[src/rtl/core/ris_pkg.sv]
// ----------------------------------------------------------------------------
// ris_pkg
// Shared types, constants and helper functions of the rgb image sampler.
// ----------------------------------------------------------------------------
package ris_pkg;

  // image store geometry and coordinate format
  localparam int MAX_WIDTH  = 256;
  localparam int MAX_HEIGHT = 256;
  localparam int FRAC_BITS  = 8;
  localparam int COORD_BITS = 20;
  localparam int ONE_FX     = 1 << FRAC_BITS;

  // field widths fixed by the interface
  localparam int FIELD_COL_W = 8;
  localparam int FIELD_ROW_W = 8;
  localparam int COLOR_W     = 24;
  localparam int CH_W        = 8;
  localparam int CFG_IDX_W   = 2;
  localparam int CFG_DATA_W  = 9;

  // derived widths
  localparam int COL_W    = $clog2(MAX_WIDTH);
  localparam int ROW_W    = $clog2(MAX_HEIGHT);
  localparam int WDIM_W   = $clog2(MAX_WIDTH + 1);
  localparam int HDIM_W   = $clog2(MAX_HEIGHT + 1);
  localparam int ADDR_W   = $clog2(MAX_WIDTH * MAX_HEIGHT);
  localparam int MEM_DEPTH = MAX_WIDTH * MAX_HEIGHT;
  localparam int IDX_W    = COORD_BITS - FRAC_BITS;
  localparam int W_W      = FRAC_BITS + 1;
  localparam int WT_W     = 2 * FRAC_BITS + 1;
  localparam int PROD_W   = CH_W + WT_W;
  localparam int ACC_W    = CH_W + 2;

  // input item kinds
  typedef enum logic {
    ACT_WRITE  = 1'b0,
    ACT_SAMPLE = 1'b1
  } action_t;

  // kernel selection
  typedef enum logic {
    KM_NEAREST  = 1'b0,
    KM_BILINEAR = 1'b1
  } kernel_t;

  // configuration register indexes
  typedef enum logic [CFG_IDX_W-1:0] {
    CFG_WIDTH  = 2'd0,
    CFG_HEIGHT = 2'd1,
    CFG_MODE   = 2'd2
  } cfg_reg_t;

  // sequencer states
  typedef enum logic [1:0] {
    ST_IDLE,
    ST_READ,
    ST_LAST,
    ST_HOLD
  } state_t;

  // clamped corners and per-axis weights of one sample
  typedef struct packed {
    logic [1:0][COL_W-1:0] col;
    logic [1:0][ROW_W-1:0] row;
    logic [1:0][W_W-1:0]   wx;
    logic [1:0][W_W-1:0]   wy;
  } corner_t;

  // blend datapath controls
  typedef struct packed {
    logic clear;
    logic load_wt;
    logic mac;
  } blend_ctl_t;

  // zero reads as one, above the maximum saturates
  function automatic int limit_dim(int v, int maxd);
    if (v == 0) return 1;
    if (v > maxd) return maxd;
    return v;
  endfunction

  // clamp a corner index into [0, dim-1]
  function automatic int clamp_index(int i, int dim);
    if (i < 0) return 0;
    if (i > dim - 1) return dim - 1;
    return i;
  endfunction

  // store address of a pixel
  function automatic logic [ADDR_W-1:0] pix_addr(int row, int col);
    return ADDR_W'(row * MAX_WIDTH + col);
  endfunction

endpackage

[src/rtl/core/ris_blend.sv]
// ----------------------------------------------------------------------------
// ris_blend
// Weight product register and per-channel accumulators; one corner pixel is
// folded in per cycle.
// ----------------------------------------------------------------------------
module ris_blend (
  input  logic                         clk,
  input  ris_pkg::blend_ctl_t          ctl,
  input  logic [ris_pkg::W_W-1:0]      wx,
  input  logic [ris_pkg::W_W-1:0]      wy,
  input  logic [ris_pkg::COLOR_W-1:0]  pixel,
  output logic [ris_pkg::CH_W-1:0]     red,
  output logic [ris_pkg::CH_W-1:0]     green,
  output logic [ris_pkg::CH_W-1:0]     blue
);

  logic [ris_pkg::WT_W-1:0]           wt_r;
  logic [2:0][ris_pkg::ACC_W-1:0]     acc_r;
  logic [2:0][ris_pkg::ACC_W-1:0]     acc_nxt;
  logic [2:0][ris_pkg::ACC_W-1:0]     term;
  logic [2:0][ris_pkg::CH_W-1:0]      ch;

  // corner weight, registered ahead of the channel multiply
  always_ff @(posedge clk) begin
    if (ctl.load_wt) begin
      wt_r <= ris_pkg::WT_W'(wx * wy);
    end
  end

  // channel split: index 2 red, 1 green, 0 blue
  assign ch = pixel;

  // truncated terms, one per channel
  always_comb begin
    for (int c = 0; c < 3; c++) begin
      term[c] = ris_pkg::ACC_W'((ris_pkg::PROD_W'(ch[c]) * ris_pkg::PROD_W'(wt_r))
                                >> (2 * ris_pkg::FRAC_BITS));
    end
  end

  // accumulate
  always_comb begin
    acc_nxt = acc_r;
    if (ctl.clear) begin
      acc_nxt = '0;
    end else if (ctl.mac) begin
      for (int c = 0; c < 3; c++) begin
        acc_nxt[c] = acc_r[c] + term[c];
      end
    end
  end

  always_ff @(posedge clk) begin
    acc_r <= acc_nxt;
  end

  assign red   = acc_r[2][ris_pkg::CH_W-1:0];
  assign green = acc_r[1][ris_pkg::CH_W-1:0];
  assign blue  = acc_r[0][ris_pkg::CH_W-1:0];

endmodule

[config.mk]
export PLATFORM = sky130hd
export DESIGN_NAME = ris_blend
export DESIGN_NICKNAME = d
export VERILOG_FILES = /design/src/rtl/core/ris_pkg.sv /design/src/rtl/core/ris_blend.sv
export SDC_FILE = /design/constraint.sdc
export NUM_CORES = 1
export LEC_CHECK = 0
export BUFFER_PORTS_ARGS = -buffer_cell sky130_fd_sc_hd__buf_2
export CORE_UTILIZATION = 59
export DETAILED_ROUTE_END_ITERATION = 10
export PLACE_DENSITY = 0.8
export RECOVER_POWER = 100
export SLEW_MARGIN = 20
export SYNTH_ARGS = -nofsm -noshare
export SYNTH_HDL_FRONTEND = slang
export SYNTH_SLANG_ARGS = --single-unit
[constraint.sdc]
create_clock -name clk -period 6.6 [get_ports clk]
set_input_delay 1.32 -clock clk [delete_from_list [all_inputs] [get_ports clk]]
set_output_delay 1.32 -clock clk [all_outputs]
set_load 0.05 [all_outputs]
**Word level (Yosys, flattened, before mapping)**

Cells that the tools add are included.

- Flip-flop bits (word level): 47
- Input bits: 46
- Output and inout bits: 24
- Word-level logic and storage cells: 11

- $add $sub $neg: 3
- $mul: 4

Operators with widths:

| kind | count |
|---|---|
| $mul A8 B17 Y25 | 3 |
| $add A10 B9 Y10 | 3 |
| $mul A9 B9 Y17 | 1 |

**Logic depth before layout (Yosys ltp)**

Gate-level depths: netlist of the first run.

- Depth after elaboration: 2
- Depth in mapped cells: 30
- Gate-level depth less buffers: 28

**Worst setup path before layout of the first run**

No wires, ideal clock.

- Path type: input -> register
- Start: input pixel[18] (netlist name)
- End: register acc_r (netlist bit red[7])
- Setup time: 0.116 ns
- Data arrival time: 6.802 ns
- Required time: 6.484 ns
- Setup slack: -0.318 ns
- Stages: 27
- Buffers on the path: 1
- Path through: clkbuf_1 nand2_1 fa_1 fa_1 inv_1 fa_1 inv_1 fa_1 inv_1 ha_1 a21oi_1 o21ai_0 a221oi_1 nor2b_1 o21a_1 o21a_1 nor2_1 xnor2_1 ha_1 a21o_1 a211oi_1 o21ai_0 o211ai_1 xnor2_1 xnor2_1 a21oi_1 a31o_2

- Cells in the longest elaborated chain, start to end: 2

Ends and longest elaborated chain:

| element | RTL line | RTL |
|---|---|---|
| start, declared | ris_blend.sv:11 | `input logic [ris_pkg::COLOR_W-1:0] pixel,` |
| $mul A8 B17 Y25 | ris_blend.sv:36 | `term[c] = ris_pkg::ACC_W'((ris_pkg::PROD_W'(ch[c]) * ris_pkg::PROD_W'(wt_r))` |
| $add A10 B9 Y10 | ris_blend.sv:48 | `acc_nxt[c] = acc_r[c] + term[c];` |
| end signal, assigned | ris_blend.sv:54 | `acc_r <= acc_nxt;` |
| end, declared | ris_blend.sv:18 | `logic [2:0][ris_pkg::ACC_W-1:0] acc_r;` |

No other way between the ends.
A chain may end at the register's enable or synchronous reset.

**Final worst setup path of the first run**

- Start: input pixel[20] (netlist name)
- End: register acc_r (netlist bit red[7])

The elaborated chain is that of the path after synthesis.

==> impl_metrics.toml, run 1 <==
[detailed_routing]
drt_wl_total_um = 36100
drt_first_pass_iters = 9
ant_nets = 0
first_iter_violations = 722
drc_errors = 2
routedWlPerCell_um = 16.1
vias = 12400
viasPerCell = 5.51

[status]
violations = "design-rule violations, negative setup slack"
outcome = "finished with violations"

[logic_synthesis]
synth_area_per_cell_um2 = 8.91
syn_inst = 1780
syn_area_um2 = 15900
synth_cell_types = 47
synth_area_leaders = "fa_1 (40%), ha_1 (14%), and2_1 (11%)"
synth_top_area_cell = "fa_1"
ys_warn_count = 0
synth_nets = 2319
ys_ff_latch = 41
async_flop_share = 0
synth_edf_count = 17
yosysSeqAreaShare = 0.0625
synth_top_area_frac = 0.399
synthFlopType = "dfxtp_1"

[finish]
multiInputGateArea_um2 = 13900
final_nets = 2449
area_delta_synth_final_pct = 15.2
final_util = 0.697
diodes = 0
drive_above_1_share = 0.159
fill_cells = 1887
seq_area_um2 = 991

[clock_network]
holdBufCountCts = 0
clk-insertion-delay-late_ns = 0.30
cts_tree = "yes"
cts.reportedPaths.clkPinSlew_ns = 0.07
clockBufferDepth = 2
cts_buffers = 5
cts-root-buf = "clkbuf_16"
clock-sinks = 41
cts_htree_levels = 2

[die]
initial_utilization = 0.605
die_h_um = 166
die_w_um = 166
die_area_um2 = 27500
ioPinCount = 70
core_area_um2 = 26200
rows = 59

[sta]
fmax_ghz = 0.148
rsz0062_at_grt = "yes"
slew_viol_final = 0
max_slew.worst_pin.slew_ns = 0.956
skew_ns = 0.00368
hold_viol_final = 0
setup_violations = 3
period_needed_ns = 6.74
slew_headroom = 0.363
period_share = 1.02
worst_slack_ns = -0.143

[global_route]
gr-usage-all-layers = 0.267
first_global_vias = 13300
antenna_found_initial = 0
overflow = 0
grt_max_degree = 28
grt_pass1_wl_um = 60800

[worst_setup_path]
worstPathArrival_ns = 6.94
timing.rr.start = "wt_r[7]"
cp_max_fo = 5
cp-end-kind = "flop"
path_class = "in -> reg"
startpoint = "pixel[20]"
setup.worst_path.start_class = "primary input"
cp_data_required_time_ns = 6.80

[worst_hold_path]
hold_class = "reg -> reg"
hp-start = "blue[5]"

[placed_design]
gp_congestion = 0.845
dp_hpwl_um = 27800
numPortBuffers = 69

[flow_run]
maxCapViolCount = 0
==> final cells by class <==
class / count / area share
Clock buffer: 5 / 0.00685
Tap cell: 335 / 0.0229
Multi-Input combinational cell: 1310 / 0.761
Inverter: 357 / 0.0734
Timing Repair Buffer: 195 / 0.0810
Clock inverter: 3 / 0.000959
Sequential cell: 41 / 0.0543
==> cells in the mapped netlist (17+ instances only) <==
master / count
ha_1: 177
dfxtp_1: 24
inv_1: 357
and2_1: 282
edfxtp_1: 17
nor2_1: 46
o21ai_0: 26
clkbuf_1: 72
xnor2_1: 53
nand2_1: 218
fa_1: 316
a21oi_1: 45
==> state kept, by name (all words and copies together) (netlist names) <==
register	cells
red	8
blue	8
green	8
wt_r	17
==> kinds of logic after synthesis <==
kind of cell | share of synthesized area
compound gates | 0.0548
mux | 0.0114
xor+xnor | 0.0353
fa+ha+maj | 0.539
simple gates | 0.196
buf+inv | 0.102
flops | 0.0625
==> layer usage <==
layer | vias to the layer above | GRT usage | wire length (um)
li1 | 5628 | - | -
met1 | 6363 | 0.349 | 14700
met2 | 322 | 0.476 | 19200
met3 | 69 | 0.0257 | 1480
met4 | 0 | 0.0719 | 761
met5 | - | 0 | 0
==> worst paths after layout <==
path / end / depth (start not counted) / slack, ns
worst max register to register: blue[7] / 25 / 0.08
worst max-delay path: red[7] / 27 / -0.14
worst min-delay path: blue[5] / 2 / 0.53
worst min register to register: blue[5] / 2 / 0.53
==> per-stage QoR <==
step / area, um^2 / std cells / hold slack [ns] / setup TNS, ns / setup slack [ns]
final: 18300 / 2246 / 0.529 / -0.350 / -0.143
after global routing: 18300 / 2246 / 0.560 / -1.49 / -0.360
after CTS: 17800 / 2241 / 0.531 / -0.0876 / -0.0345
after detailed placement: 17300 / 2225 / 0.516 / -3.96 / -0.605
after global placement: 17300 / 2225 / 0.498 / -2.58 / -0.511
after floorplan: 16000 / 1780 / 0.722 / -0.0280 / -0.0280
==> worst max-delay path: stages <==
cell,delay (ns)
buf_12,0.11
buf_6,0.12
and2_4,0.15
fa_1,0.54
fa_1,0.46
fa_1,0.55
inv_2,0.04
fa_1,0.52
inv_2,0.05
ha_4,0.26
nand2_4,0.11
nor2_4,0.06
a221oi_4,0.35
nor2b_2,0.08
o21a_1,0.19
o21a_1,0.21
nor2_2,0.15
xnor2_1,0.14
ha_1,0.26
a21o_1,0.21
a211oi_2,0.22
o21ai_1,0.10
o211ai_1,0.10
xnor2_1,0.16
xnor2_1,0.16
a21oi_1,0.09
a31o_2,0.23
==> cell usage in the layout, fill, tap and decap left out, types with 24 or more instances in the layout <==
cell type	netlist	final
inv_1	357	351
fa_1	316	302
and2_1	282	264
nand2_1	218	210
ha_1	177	160
buf_4	0	119
xnor2_1	53	50
nor2_1	46	41
a21oi_1	45	27
buf_2	0	26
clkbuf_1	72	26
dfxtp_1	24	24
==> what timing repair did <==
item                                    4_1_cts  5_1_grt
cloned                                        0        1
gates resized for setup                      70      113
buffers inserted                              8        7
pin swaps                                    60      100
endpoints found under the setup margin        7       11
Power of run 1 is left out: the tool's default activity adds up to more than one toggle a clock period on the data nets, which glitch-free logic cannot reach.
==> run 2: changes to the inputs <==
==> constraint.sdc (replaced) <==
create_clock -name clk -period 6.6 [get_ports clk]
set_input_delay 0.66 -clock clk [delete_from_list [all_inputs] [get_ports clk]]
set_output_delay 0.66 -clock clk [all_outputs]
set_load 0.05 [all_outputs]
==> run 2 against run 1 <==
Compared with the run above:
- the run ends with design-rule violations left
- non-clock buffer count down 62
- worst setup slack better by 0.38 ns
- core utilization down 4.7 points
- global-route usage down 1.3 points
- cell area down 6.8%
- die area unchanged
- first-iteration DRC count down 11%
- count of clock-buffer cells in the layout unchanged
- register-to-register slack better by 0.16 ns
- worst hold slack worse by 0.0090 ns
- fmax up 6.0%
- critical path type is now reg -> reg
- largest cell class unchanged
==> impl_metrics.toml, run 2 (synthesized netlist as in run 1, its figures left out) <==
[status]
outcome = "finished with violations"
violations = "design-rule violations"

[detailed_routing]
wl_met3_um = 1440
routedWlPerCell_um = 15.2
first_iter_violations = 643
drt-met1-wl_um = 14100
ant_nets = 0
drt_first_pass_iters = 8
wl_met2_um = 17100
highest_layer = "met5"
drc_errors = 2
viasPerCell = 5.43
drt_wl_total_um = 33300
vias = 11800

[die]
die_h_um = 166
ioPinCount = 70
die_w_um = 166
rows = 59
initial_utilization = 0.605
core_area_um2 = 26200
die_area_um2 = 27500

[sta]
period_needed_ns = 6.36
max_slew.worst_pin.slew_ns = 0.956
period_share = 0.964
slew_headroom = 0.363
skew_ns = 0.00272
setup_violations = 0
fmax_ghz = 0.157
timing.hold.ws_ns = 0.520
worst_slack_ns = 0.239
slew_viol_final = 0
hold_viol_final = 0

[worst_setup_path]
setup.worst_path.start_class = "flop"
cp_data_required_time_ns = 6.79
cp-end-kind = "flop"
cp_max_fo = 11
path_class = "reg -> reg"
worstPathArrival_ns = 6.55

[clock_network]
holdBufCountCts = 0
cts_buffers = 5
cts-root-buf = "clkbuf_16"
cts_htree_levels = 2
clockBufferDepth = 2
clock-sinks = 41
cts.reportedPaths.clkPinSlew_ns = 0.06
cts_tree = "yes"
clk-insertion-delay-late_ns = 0.30

[placed_design]
placed_cell_area_um2 = 16700
gp_congestion = 0.855
preCtsSetupSlack_ns = -0.0707
numPortBuffers = 69
dp_hpwl_um = 27500
dp_cells = 2159

[global_route]
grt_max_degree = 28
grt_pass1_wl_um = 57700
gr-usage-all-layers = 0.254
overflow = 0
antenna_found_initial = 2
first_global_vias = 12400

[finish]
regMostFlops = "wt_r"
drive_above_1_share = 0.0757
area_delta_synth_final_pct = 7.37
largest_reg_flops = 17
diodes = 0
final_area_um2 = 17000
final_cell_mix = "inv_1 (357), fa_1 (315), and2_1 (281)"
final_nets = 2387
stdcell_count = 2184
final_common_cell = "inv_1"

[flow_run]
maxCapViolCount = 0

[worst_hold_path]
hold_class = "reg -> reg"
-- run 2: final timing paths --
path	from	end	slack, ns	cells after the start
setup reg to reg	wt_r[3]	blue[7]	0.24	24
hold / removal	blue[1]	blue[1]	0.52	2
hold reg to reg	blue[1]	blue[1]	0.52	2
setup / recovery	wt_r[3]	blue[7]	0.24	24
-- run 2: metal layers --
| layer | up-vias | GRT usage |
|---|---|---|
| met3 | 55 | 0.0253 |
| met2 | 299 | 0.444 |
| li1 | 5514 | - |
| met4 | 4 | 0.0715 |
| met5 | - | 0 |
| met1 | 5977 | 0.337 |
-- run 2: cell type report --
| cell class | count | area (um^2) |
|---|---|---|
| clock buffer | 5 | 125 |
| timing repair buffer | 133 | 817 |
| clock inverter | 3 | 16.3 |
| sequential | 41 | 991 |
| multi-input combinational | 1310 | 13300 |
| fill | 2119 | 9180 |
| inverter | 357 | 1340 |
| tap | 335 | 419 |
-- run 2: per-stage QoR --
| step | utilization | setup TNS, ns |
|---|---|---|
| floorplan | - | 0 |
| global placement | 0.637 | 0 |
| detailed placement | 0.637 | -0.110 |
| CTS | 0.643 | 0 |
| global route | 0.650 | -0.0628 |
| finish | 0.650 | 0 |
-- run 2: timing repair --
action	in CTS	in global routing
resized for setup	0	16
setup endpoints to repair	0	6
buffers inserted	0	17
-- run 2: critical path: stages, from the launching register on --
cell and delay [ns]:
edfxtp_1 0.46, buf_4 0.22, buf_4 0.15, and2_1 0.15, fa_1 0.59, fa_1 0.44, fa_1 0.49, inv_1 0.05
fa_1 0.47, inv_1 0.04, ha_1 0.26, nand2_1 0.08, o21ai_1 0.24, a21oi_2 0.10, o31ai_4 0.39, buf_4 0.18
a31o_4 0.18, xor2_1 0.18, ha_1 0.29, or3_1 0.37, o211ai_1 0.10, xnor2_1 0.11, and2_1 0.16, mux2_4 0.27
mux2_4 0.29
Power of run 2 is left out for the same reason.
