==> src/rtl/core/ris_pkg.sv <==
// ----------------------------------------------------------------------------
// ris_pkg
// Shared types, constants and helper functions of the rgb image sampler.
// ----------------------------------------------------------------------------
package ris_pkg;

  // image store geometry and coordinate format
  localparam int MAX_WIDTH  = 256;
  localparam int MAX_HEIGHT = 256;
  localparam int FRAC_BITS  = 8;
  localparam int COORD_BITS = 20;
  localparam int ONE_FX     = 1 << FRAC_BITS;

  // field widths fixed by the interface
  localparam int FIELD_COL_W = 8;
  localparam int FIELD_ROW_W = 8;
  localparam int COLOR_W     = 24;
  localparam int CH_W        = 8;
  localparam int CFG_IDX_W   = 2;
  localparam int CFG_DATA_W  = 9;

  // derived widths
  localparam int COL_W    = $clog2(MAX_WIDTH);
  localparam int ROW_W    = $clog2(MAX_HEIGHT);
  localparam int WDIM_W   = $clog2(MAX_WIDTH + 1);
  localparam int HDIM_W   = $clog2(MAX_HEIGHT + 1);
  localparam int ADDR_W   = $clog2(MAX_WIDTH * MAX_HEIGHT);
  localparam int MEM_DEPTH = MAX_WIDTH * MAX_HEIGHT;
  localparam int IDX_W    = COORD_BITS - FRAC_BITS;
  localparam int W_W      = FRAC_BITS + 1;
  localparam int WT_W     = 2 * FRAC_BITS + 1;
  localparam int PROD_W   = CH_W + WT_W;
  localparam int ACC_W    = CH_W + 2;

  // input item kinds
  typedef enum logic {
    ACT_WRITE  = 1'b0,
    ACT_SAMPLE = 1'b1
  } action_t;

  // kernel selection
  typedef enum logic {
    KM_NEAREST  = 1'b0,
    KM_BILINEAR = 1'b1
  } kernel_t;

  // configuration register indexes
  typedef enum logic [CFG_IDX_W-1:0] {
    CFG_WIDTH  = 2'd0,
    CFG_HEIGHT = 2'd1,
    CFG_MODE   = 2'd2
  } cfg_reg_t;

  // sequencer states
  typedef enum logic [1:0] {
    ST_IDLE,
    ST_READ,
    ST_LAST,
    ST_HOLD
  } state_t;

  // clamped corners and per-axis weights of one sample
  typedef struct packed {
    logic [1:0][COL_W-1:0] col;
    logic [1:0][ROW_W-1:0] row;
    logic [1:0][W_W-1:0]   wx;
    logic [1:0][W_W-1:0]   wy;
  } corner_t;

  // blend datapath controls
  typedef struct packed {
    logic clear;
    logic load_wt;
    logic mac;
  } blend_ctl_t;

  // zero reads as one, above the maximum saturates
  function automatic int limit_dim(int v, int maxd);
    if (v == 0) return 1;
    if (v > maxd) return maxd;
    return v;
  endfunction

  // clamp a corner index into [0, dim-1]
  function automatic int clamp_index(int i, int dim);
    if (i < 0) return 0;
    if (i > dim - 1) return dim - 1;
    return i;
  endfunction

  // store address of a pixel
  function automatic logic [ADDR_W-1:0] pix_addr(int row, int col);
    return ADDR_W'(row * MAX_WIDTH + col);
  endfunction

endpackage

==> src/rtl/core/ris_corner_setup.sv <==
// ----------------------------------------------------------------------------
// ris_corner_setup
// Floors a fixed-point sample position, clamps the four corner indexes to the
// image in use and derives the per-axis kernel weights.
// ----------------------------------------------------------------------------
module ris_corner_setup (
  input  logic signed [ris_pkg::COORD_BITS-1:0] sample_x,
  input  logic signed [ris_pkg::COORD_BITS-1:0] sample_y,
  input  logic [ris_pkg::WDIM_W-1:0]            width,
  input  logic [ris_pkg::HDIM_W-1:0]            height,
  input  logic                                  mode,
  output ris_pkg::corner_t                      corner
);

  logic signed [ris_pkg::IDX_W-1:0] ix;
  logic signed [ris_pkg::IDX_W-1:0] iy;
  logic [ris_pkg::FRAC_BITS-1:0]    fx;
  logic [ris_pkg::FRAC_BITS-1:0]    fy;
  logic [ris_pkg::W_W-1:0]          one_w;

  // arithmetic shift of the integer part is a floor in two's complement
  assign ix    = sample_x[ris_pkg::COORD_BITS-1:ris_pkg::FRAC_BITS];
  assign iy    = sample_y[ris_pkg::COORD_BITS-1:ris_pkg::FRAC_BITS];
  assign fx    = sample_x[ris_pkg::FRAC_BITS-1:0];
  assign fy    = sample_y[ris_pkg::FRAC_BITS-1:0];
  assign one_w = ris_pkg::W_W'(ris_pkg::ONE_FX);

  // corner clamping and weights
  always_comb begin
    corner.col[0] = ris_pkg::COL_W'(ris_pkg::clamp_index(int'(ix), int'(width)));
    corner.col[1] = ris_pkg::COL_W'(ris_pkg::clamp_index(int'(ix) + 1, int'(width)));
    corner.row[0] = ris_pkg::ROW_W'(ris_pkg::clamp_index(int'(iy), int'(height)));
    corner.row[1] = ris_pkg::ROW_W'(ris_pkg::clamp_index(int'(iy) + 1, int'(height)));
    if (mode == ris_pkg::KM_BILINEAR) begin
      corner.wx[0] = one_w - {1'b0, fx};
      corner.wx[1] = {1'b0, fx};
      corner.wy[0] = one_w - {1'b0, fy};
      corner.wy[1] = {1'b0, fy};
    end else begin
      // nearest: fraction below one half picks the lower corner
      corner.wx[0] = fx[ris_pkg::FRAC_BITS-1] ? '0 : one_w;
      corner.wx[1] = fx[ris_pkg::FRAC_BITS-1] ? one_w : '0;
      corner.wy[0] = fy[ris_pkg::FRAC_BITS-1] ? '0 : one_w;
      corner.wy[1] = fy[ris_pkg::FRAC_BITS-1] ? one_w : '0;
    end
  end

endmodule

==> config.mk <==
export PLATFORM = sky130hd
export DESIGN_NAME = ris_corner_setup
export DESIGN_NICKNAME = d
export VERILOG_FILES = /design/src/rtl/core/ris_pkg.sv /design/src/rtl/core/ris_corner_setup.sv
export SDC_FILE = /design/constraint.sdc
export NUM_CORES = 1
export LEC_CHECK = 0
export BUFFER_PORTS_ARGS = -buffer_cell sky130_fd_sc_hd__buf_2
export CAP_MARGIN = 10
export CORE_AREA = 4 4 80 120
export DETAILED_ROUTE_END_ITERATION = 12
export DIE_AREA = 0 0 84 124
export PLACE_DENSITY = 0.77
export SLEW_MARGIN = 30
export SYNTH_ARGS = -nofsm -noshare
export SYNTH_HDL_FRONTEND = slang
export SYNTH_SLANG_ARGS = --single-unit
==> constraint.sdc <==
create_clock -name vclk -period 4.1
set_clock_uncertainty 0.05 [all_clocks]
set_input_delay 0.41 -clock vclk [all_inputs]
set_output_delay 0.41 -clock vclk [all_outputs]
set_load 0.02 [all_outputs]
; Word level (Yosys, flattened, before mapping)
; Cells that the tools add are included.
[word_totals]
ff_bits = 0
latch_bits = 0
mem_bits_rw = 0
rom_bits = 0
in_bits = 59
out_inout_bits = 68
elab_cells = 43
mem_count = 0
[op_classes]
addsub = 6
mul = 0
div = 0
magnitude_cmp = 8
eq_ne = 0
n_shift = 0
mux = 29
bitwise_logic = 0
n_reduce_logical = 0
[ops]
columns = operator, n
row1 = two-way mux 8 bit, 12
row2 = two-way mux 36 bit, 1
row3 = two-way mux 9 bit, 4
row4 = adder 12 x 2 -> 13 bit (second input constant), 2
row5 = > comparator 13 x 10 -> 1 bit, 2
row6 = < comparator 13 x 1 -> 1 bit (second input constant), 2
row7 = > comparator 12 x 10 -> 1 bit, 2
row8 = < comparator 12 x 1 -> 1 bit (second input constant), 2
row9 = subtractor 9 x 1 -> 10 bit (second input constant), 2
row10 = subtractor 9 x 8 -> 9 bit (first input constant), 2
row11 = two-way mux 1 bit, 12

; Longest topological paths before layout
; Gate-level depths: netlist of run 1.
[logic_depth]
depth_word = 6
mapped_depth = 14
mapped_depth_nobuf = 12

; Least setup slack after synthesis of run 1
; Ideal clock, no wire load.
[synth_path]
path_kind = in2out
start = input port width[4] (netlist bit)
end = output port corner[57] (netlist bit)
t_arrival_ps = 3613
required_time_ps = 3640
path_slack_ps = 27
cell_stages = 12
path_buffers = 2
cell_sequence = nor3_1 > nand3_1 > or3_1 > ha_1 > and3_1 > nand2_1 > o31a_1 > o32a_1 > clkbuf_1 > and2_1 > buf_2 > a311oi_1
[synth_lines]
columns = element, line_no
row1 = "start, declared", ris_corner_setup.sv:9  ; input logic [ris_pkg::WDIM_W-1:0] width,
row2 = "end, declared", ris_corner_setup.sv:12  ; output ris_pkg::corner_t corner

==> run metrics, run 1 <==
status=complete, no violations; post-route ant nets=0; Post-Route WL=11,000 um; Clock buffer cells=0; die area=10,400 um^2; Final Cycle Share=96.7%; PD cells=123 nW/um^2; die height=124 um; Reg power frac=0%; FFs & Latches=0; Synth warnings=0; Peak VDD IR=0.0677 mV; Logic pwr share=100.0%; worst hold path cell count=3; count of input and output buffers=127; fillers=898; number of diodes=0; clock share of power=0%; leakage power figure=0.00190 uW; Slew Limit Headroom=59.8%; Crit. End Element=primary output; largest net degree at the start of global routing=35; post-route minimum period=3960 ps; Post-Syn Area per Cell=7.15 um^2; DRC Markers=0; Post-Syn Instances=460; Initial DRC Count=107; Max Fclk=252 MHz; NumNets Final=682; Hold EP=corner[26]; Die Wd=84 um; Max-Cap Viols=0; first-pass GRT wire length=17,800 um; Vias=4,067; GPL Wtd Cong=1.03; vias in the first global route=3,989; unrepaired setup endpoints after global routing=no; Synth cell types=73; Reg area=0 um^2; Final setup viols=0; Internal=204 uW; Layout Area Growth over Synthesis=25.1%; Final Hold Fails=0; I/O pin count=127; Fin Setup TNS=0 ps; hpwl dp=9340 um; drt first pass iters=5; sequential element share of the synthesized area=0%; Setup CP Type=in -> out; syn nets=559; vias per cell=5.89; core area=8620 um^2; initial core utilization=38.2%; hold_sp=sample_x[7]; Avg WL per Cell=15.9 um; worst min-delay path category=in -> out; Max Slew Vio Count=0; layout cell share with drive strength beyond 1=28.9%; Rows=42; Worst EP required=3640 ps; initial antenna violation count=0; largest fanout on the critical path=6; Sw Share=59.8%; grt ovf=0; Psw=303 uW; Worst-Margin Slew=587 ps; setup bufs post-CTS=0; startpoint types=primary input; Mapped Area=3290 um^2; Worst Path Arrival=3500 ps; Final Util=47.8%; GRT Util Overall=20.1%
==> power groups by stage <==
stage               registers, uW  clock network [uW]  logic [uW]
floorplan                       0                   0         331
global placement                0                   0         486
detailed placement              0                   0         500
CTS                             0                   0         502
global route                    0                   0         555
finish                          0                   0         507
==> cell type report <==
type / instances / area (um^2) / area share (%)
Inverter: 24 / 90.1 / 2.19
Multi-Input combinational cell: 413 / 3130 / 75.9
Tap cell: 110 / 138 / 3.34
Timing Repair Buffer: 144 / 763 / 18.5
==> worst max-delay path by stage <==
stage               from          to  slack (ps)  cells after the start
6_report        width[0]  corner[60]         140                     12
5_1_grt        height[0]  corner[48]          10                     13
4_1_cts         width[4]  corner[60]         0.9                     11
3_5_place_dp    width[4]  corner[60]           4                     11
3_3_place_gp    width[2]  corner[60]          20                     11
2_1_floorplan   width[4]  corner[57]          30                     12
==> Yosys cell counts (6+ instances only) <==
| cell type | number | area, um^2 |
|---|---|---|
| ha_1 | 40 | 500 |
| a21oi_1 | 33 | 165 |
| nor2_1 | 32 | 120 |
| xnor2_1 | 27 | 236 |
| and2_1 | 24 | 150 |
| inv_1 | 24 | 90.1 |
| nand3_1 | 20 | 100 |
| a211oi_1 | 19 | 143 |
| nor3_1 | 18 | 90.1 |
| and3_1 | 15 | 93.8 |
| nand2b_1 | 15 | 93.8 |
| clkbuf_1 | 14 | 52.6 |
| nand2_1 | 13 | 48.8 |
| o21ai_0 | 12 | 60.1 |
| o21a_1 | 10 | 75.1 |
| nor2b_1 | 8 | 50.1 |
| or3_1 | 8 | 50.1 |
| xor2_1 | 8 | 70.1 |
| nor4_1 | 7 | 43.8 |
| nand4_1 | 6 | 37.5 |
| nor3b_1 | 6 | 45.0 |
| o31ai_1 | 6 | 45.0 |
==> cell families (layout without fill, tap and decap cells) <==
group / after synthesis / in the layout / synth area share [%]
AOI/OAI and AO/OA: 129 / 129 / 28.2
xor gates and xnor gates: 43 / 43 / 14.5
adders and majority gates: 42 / 42 / 15.8
buffers and inverters: 47 / 168 / 5.78
muxes: 5 / 5 / 1.52
and+or+nand+nor: 194 / 194 / 34.2
==> metal layers <==
| metal | GRT usage [%] | part of all wire (%) |
|---|---|---|
| met1 | 20.0 | 35 |
| met2 | 38.8 | 52 |
| met3 | 2.32 | 5.6 |
| met4 | 13.8 | 7.8 |
| met5 | 0 | 0 |
==> cells in the final DEF (no fill, tap or decap), types with 8 or more instances in the layout <==
cell type  count
buf_2        127
ha_1          40
a21oi_1       33
nor2_1        32
xnor2_1       27
inv_1         24
and2_1        24
nand3_1       20
nor3_1        17
a211oi_1      17
buf_4         17
nand2b_1      15
and3_1        15
nand2_1       13
o21ai_0       12
o21a_1        10
xor2_1         8
or3_1          8
nor2b_1        8
==> what timing repair did <==
item,CTS,global route
gates resized for setup,0,6
hold buffers,0,0
setup endpoints to repair,0,24
==> through the flow <==
stage               cells  instance area, um^2  power (uW)  hold slack [ps]  worst slack (ps)
finish                691                 4120         507             1090               137
floorplan             460                 3290         331              847              26.5
global placement      691                 4090         486             1080              23.4
detailed placement    691                 4090         500             1090              4.30
global route          691                 4120         555             1120              9.88
CTS                   691                 4090         502             1090             0.882
==> critical path, stage by stage <==
cell	delay, ps
buf_2	140
inv_1	130
ha_1	220
or4b_4	500
nor4_4	230
xor2_2	270
xnor2_1	120
or3_4	430
o311ai_4	380
a21oi_1	150
a211oi_2	300
buf_2	220
(Power assumes the default switching activity.)
==> run 2: changes to the inputs <==
CORE_AREA = 4 4 72 107   (was 4 4 80 120)
DIE_AREA = 0 0 76 111   (was 0 0 84 124)
PLACE_DENSITY = 0.91   (was 0.77)
==> run metrics, run 2 (synthesized netlist as in run 1, its figures left out) <==
PD cells=125 nW/um^2; Initial DRC Count=214; grt ovf=0; hold_sp=sample_x[7]; Hold EP=corner[26]; Max-Cap Viols=0; Rows=37; Internal=203 uW; Final setup viols=0; final setup margin=160 ps; drt first pass iters=5; Fin Setup TNS=0 ps; Max Fclk=254 MHz; Die Wd=76 um; Clock buffer cells=0; placed cells=657; Slew Limit Headroom=57.2%; post-route ant nets=0; GPL Wtd Cong=0.983; vias in the first global route=3,935; CP most frequent cell=buf_2; layout cell share with drive strength beyond 1=29.0%; leakage power figure=0.00189 uW; CP max stage cell=or4b_4; WP buf/inv=3; Layout Area Growth over Synthesis=23.6%; Power Total=507 uW; most common cell after layout, fill and taps aside=buf_2; worst hold path cell count=3; status=complete, no violations; largest net degree at the start of global routing=35; crit-path cells=buf_2 -> inv_1 -> ha_1 -> or4b_4 -> nor4_4 -> xor2_2 -> xnor2_1 -> or3_4 -> o311ai_4 -> nand2_2 -> a211oi_1 -> buf_2; GRT Util Overall=23.7%; die height=111 um; initial antenna violation count=0; Avg WL per Cell=16.4 um; Setup CP Type=in -> out; worst min-delay path category=in -> out; NumNets Final=680; Worst EP required=3640 ps; Psw=304 uW; Reg area=0 um^2; Worst Path Arrival=3480 ps; Logic pwr share=100.0%; vias per cell=6.15; core area=6810 um^2; initial core utilization=48.3%; die area=8440 um^2; DRC Markers=0; post-route minimum period=3940 ps; Reg power frac=0%; Peak VDD IR=0.0699 mV; hpwl dp=8930 um; largest fanout on the critical path=6; commonest non-fill, non-tap cells in the layout=buf_2, ha_1, a21oi_1; worst slack, placed=77.5 ps; startpoint types=primary input; number of diodes=0; Final Cycle Share=96.1%; Sw Share=60.0%; FFs & Latches=0; Post-Route WL=10,700 um; first-pass GRT wire length=17,600 um; clock share of power=0%; Max Slew Vio Count=0; I/O pin count=127; Crit. End Element=primary output; Vias=4,042; Crit path max-delay family=simple AND/OR/NAND/NOR gates; Final Hold Fails=0; unrepaired setup endpoints after global routing=yes; count of input and output buffers=127; Worst-Margin Slew=638 ps; peak per-stage delay on the critical path=500 ps; Post-Layout Cell Count=657
[run 2: cell count changes in the layout (fill, tap and decap cells not counted)]
| cell | change |
|---|---|
| a211oi_1 | +2 |
| or3_4 | +1 |
| nor4_2 | +1 |
| nor4_1 | -1 |
| a211oi_2 | -2 |
| nor3_4 | -1 |
| nor3_2 | +1 |
| or3_1 | -1 |
| nor2_1 | -1 |
| nor2_2 | +1 |
| nor4b_2 | +1 |
| nor4b_1 | -1 |
| buf_4 | -2 |
[run 2: how the worst max path moves through the flow]
| stage | slack [ps] | depth (start not counted) | end | start |
|---|---|---|---|---|
| after CTS | 70 | 11 | corner[65] | width[2] |
| after global routing | 1 | 12 | corner[65] | width[0] |
| after floorplan | 30 | 12 | corner[57] | width[4] |
| after detailed placement | 80 | 11 | corner[65] | width[2] |
| after global placement | 200 | 11 | corner[65] | width[2] |
| final | 160 | 12 | corner[65] | width[0] |
[run 2: per-stage QoR]
stage               hold WS [ps]  util (%)  area, um^2
floorplan                    847         -        3290
global placement            1070      59.3        4040
detailed placement          1080      59.3        4040
CTS                         1080      59.3        4040
global route                1120      59.7        4070
finish                      1080      59.7        4070
[run 2: area by class of cell]
cell class / count / area (um^2)
Tap cell: 78 / 97.6
Inverter: 24 / 90.1
Fill cell: 582 / 2740
Timing Repair Buffer: 142 / 748
Multi-Input combinational cell: 413 / 3130
[run 2: power groups by stage]
stage,logic (uW),clock network [uW],registers [uW]
2_1_floorplan,331,0,0
3_3_place_gp,478,0,0
3_5_place_dp,496,0,0
4_1_cts,499,0,0
5_1_grt,552,0,0
6_report,507,0,0
[run 2: routing by layer]
layer	vias up	global-route usage, %	wire length, um	part of all wire, %
met5	-	0	0	0
met4	0	11.0	550	5.1
met3	47	2.28	591	5.5
met2	197	46.2	5690	53
met1	1838	24.4	3920	36
li1	1960	-	-	-
[run 2: worst min-delay path, delay by kind of cell]
| family | cells | cell delay [ps] |
|---|---|---|
| buf+inv | 2 | 270 |
| compound gates | 1 | 40 |
[run 2: timing repair]
| item | 4_1_cts | 5_1_grt |
|---|---|---|
| hold buffers | 0 | 0 |
| setup buffers | 0 | 0 |
| endpoints found under the setup margin | 0 | 29 |
| gates resized for setup | 0 | 7 |
==> run 3: changes to the inputs <==
MAX_ROUTING_LAYER = met4   (was default)
==> run metrics, run 3 (synthesized netlist as in run 1, its figures left out) <==
largest net degree at the start of global routing=35; Slew Limit Headroom=60.1%; unrepaired setup endpoints after global routing=no; startpoint types=primary input; DRC Markers=0; GR met1 Demand/Resource=24.1%; Crit. End Element=primary output; I/O pin count=127; most used routing layer=met2; Post-Route WL=10,800 um; Reg area=0 um^2; PD cells=124 nW/um^2; peak per-stage delay on the critical path=420 ps; Post-CTS Hold Buffers=0; NumNets Final=680; Max Slew Vio Count=0; Setup CP Type=in -> out; Layout Area Growth over Synthesis=23.3%; Max Fclk=255 MHz; largest fanout on the critical path=11; core area=6810 um^2; Final Hold Fails=0; most common cell after layout, fill and taps aside=buf_2; Rows=37; drt first pass iters=4; hpwl dp=9090 um; initial antenna violation count=0; Max-Cap Viols=0; FFs & Latches=0; CP startpoint=height[0]; post-route minimum period=3910 ps; Final setup viols=0; Vias=4,024; Clock buffer cells=0; Die Wd=76 um; Avg WL per Cell=16.5 um; die height=111 um; count of input and output buffers=127; worst hold path cell count=3; Fin Setup TNS=0 ps; placed cells=657; Peak VDD IR=0.0740 mV; die area=8440 um^2; fillers=618; number of diodes=0; leakage power figure=0.00189 uW; vias in the first global route=3,955; GPL Wtd Cong=1.07; initial core utilization=48.3%; global-route track usage on met3=2.03%; Worst Path Arrival=3450 ps; layout cell share with drive strength beyond 1=28.7%; GRT Util Overall=24.3%; grt ovf=0; status=complete, no violations; vias per cell=6.12; post-route ant nets=0; met2 global-route usage=46.5%; CP max stage cell=o41a_1; Multi-input gate area=3120 um^2; Final Cycle Share=95.5%; first-pass GRT wire length=17,600 um; Worst-Margin Slew=595 ps; commonest non-fill, non-tap cells in the layout=buf_2, ha_1, a21oi_1; Post-Layout Cell Count=657; Initial DRC Count=169; worst min-delay path category=in -> out; hold_sp=sample_y[7]; crit-path cells=buf_2 -> inv_1 -> ha_1 -> nor4b_1 -> nor2_1 -> ha_1 -> maj3_1 -> a221o_1 -> o41a_1 -> o21ai_1 -> buf_4 -> mux2i_1 -> nor2_1 -> buf_2; Worst EP required=3640 ps
[run 3: cell counts in the layout (fill, tap and decap cells not counted)]
Identical to the previous run, type by type.
[run 3: cell type report]
cell class	count	area share (%)
tap	78	2.41
timing repair buffer	142	18.5
multi-input combinational	413	76.9
inverter	24	2.22
[run 3: what timing repair did]
action                                 4_1_cts  5_1_grt
endpoints found under the hold margin        0        0
resized for setup                            0        5
setup endpoints to repair                    0       24
setup buffers                                0        0
[run 3: metrics by stage]
stage	instance area [um^2]	util, %	worst slack [ps]	hold slack (ps)	power (uW)
2_1_floorplan	3290	-	26.5	847	331
3_3_place_gp	4040	59.3	83.8	1070	480
3_5_place_dp	4040	59.3	43.5	1100	495
4_1_cts	4040	59.3	33.7	1090	498
5_1_grt	4060	59.6	17.6	1120	551
6_report	4060	59.6	185	1100	505
[run 3: critical path: cells and delay by family]
family                     cells  cell delay [ps]
buffers and inverters          4              560
AOI/OAI and AO/OA              3              850
muxes                          1              220
adders and majority gates      3              840
and+or+nand+nor                3              570
[run 3: worst paths after layout]
check	slack (ps)	end
setup / recovery	190	corner[36]
hold / removal	1100	corner[8]
[run 3: power by group]
group / switching, uW / internal, uW
clock network: 0 / 0
logic: 302 / 203
registers: 0 / 0
[run 3: routing by layer]
metal	wire, um	share of wire (%)
met1	3950	36
met2	5770	53
met3	563	5.2
met4	555	5.1
met5	0	0
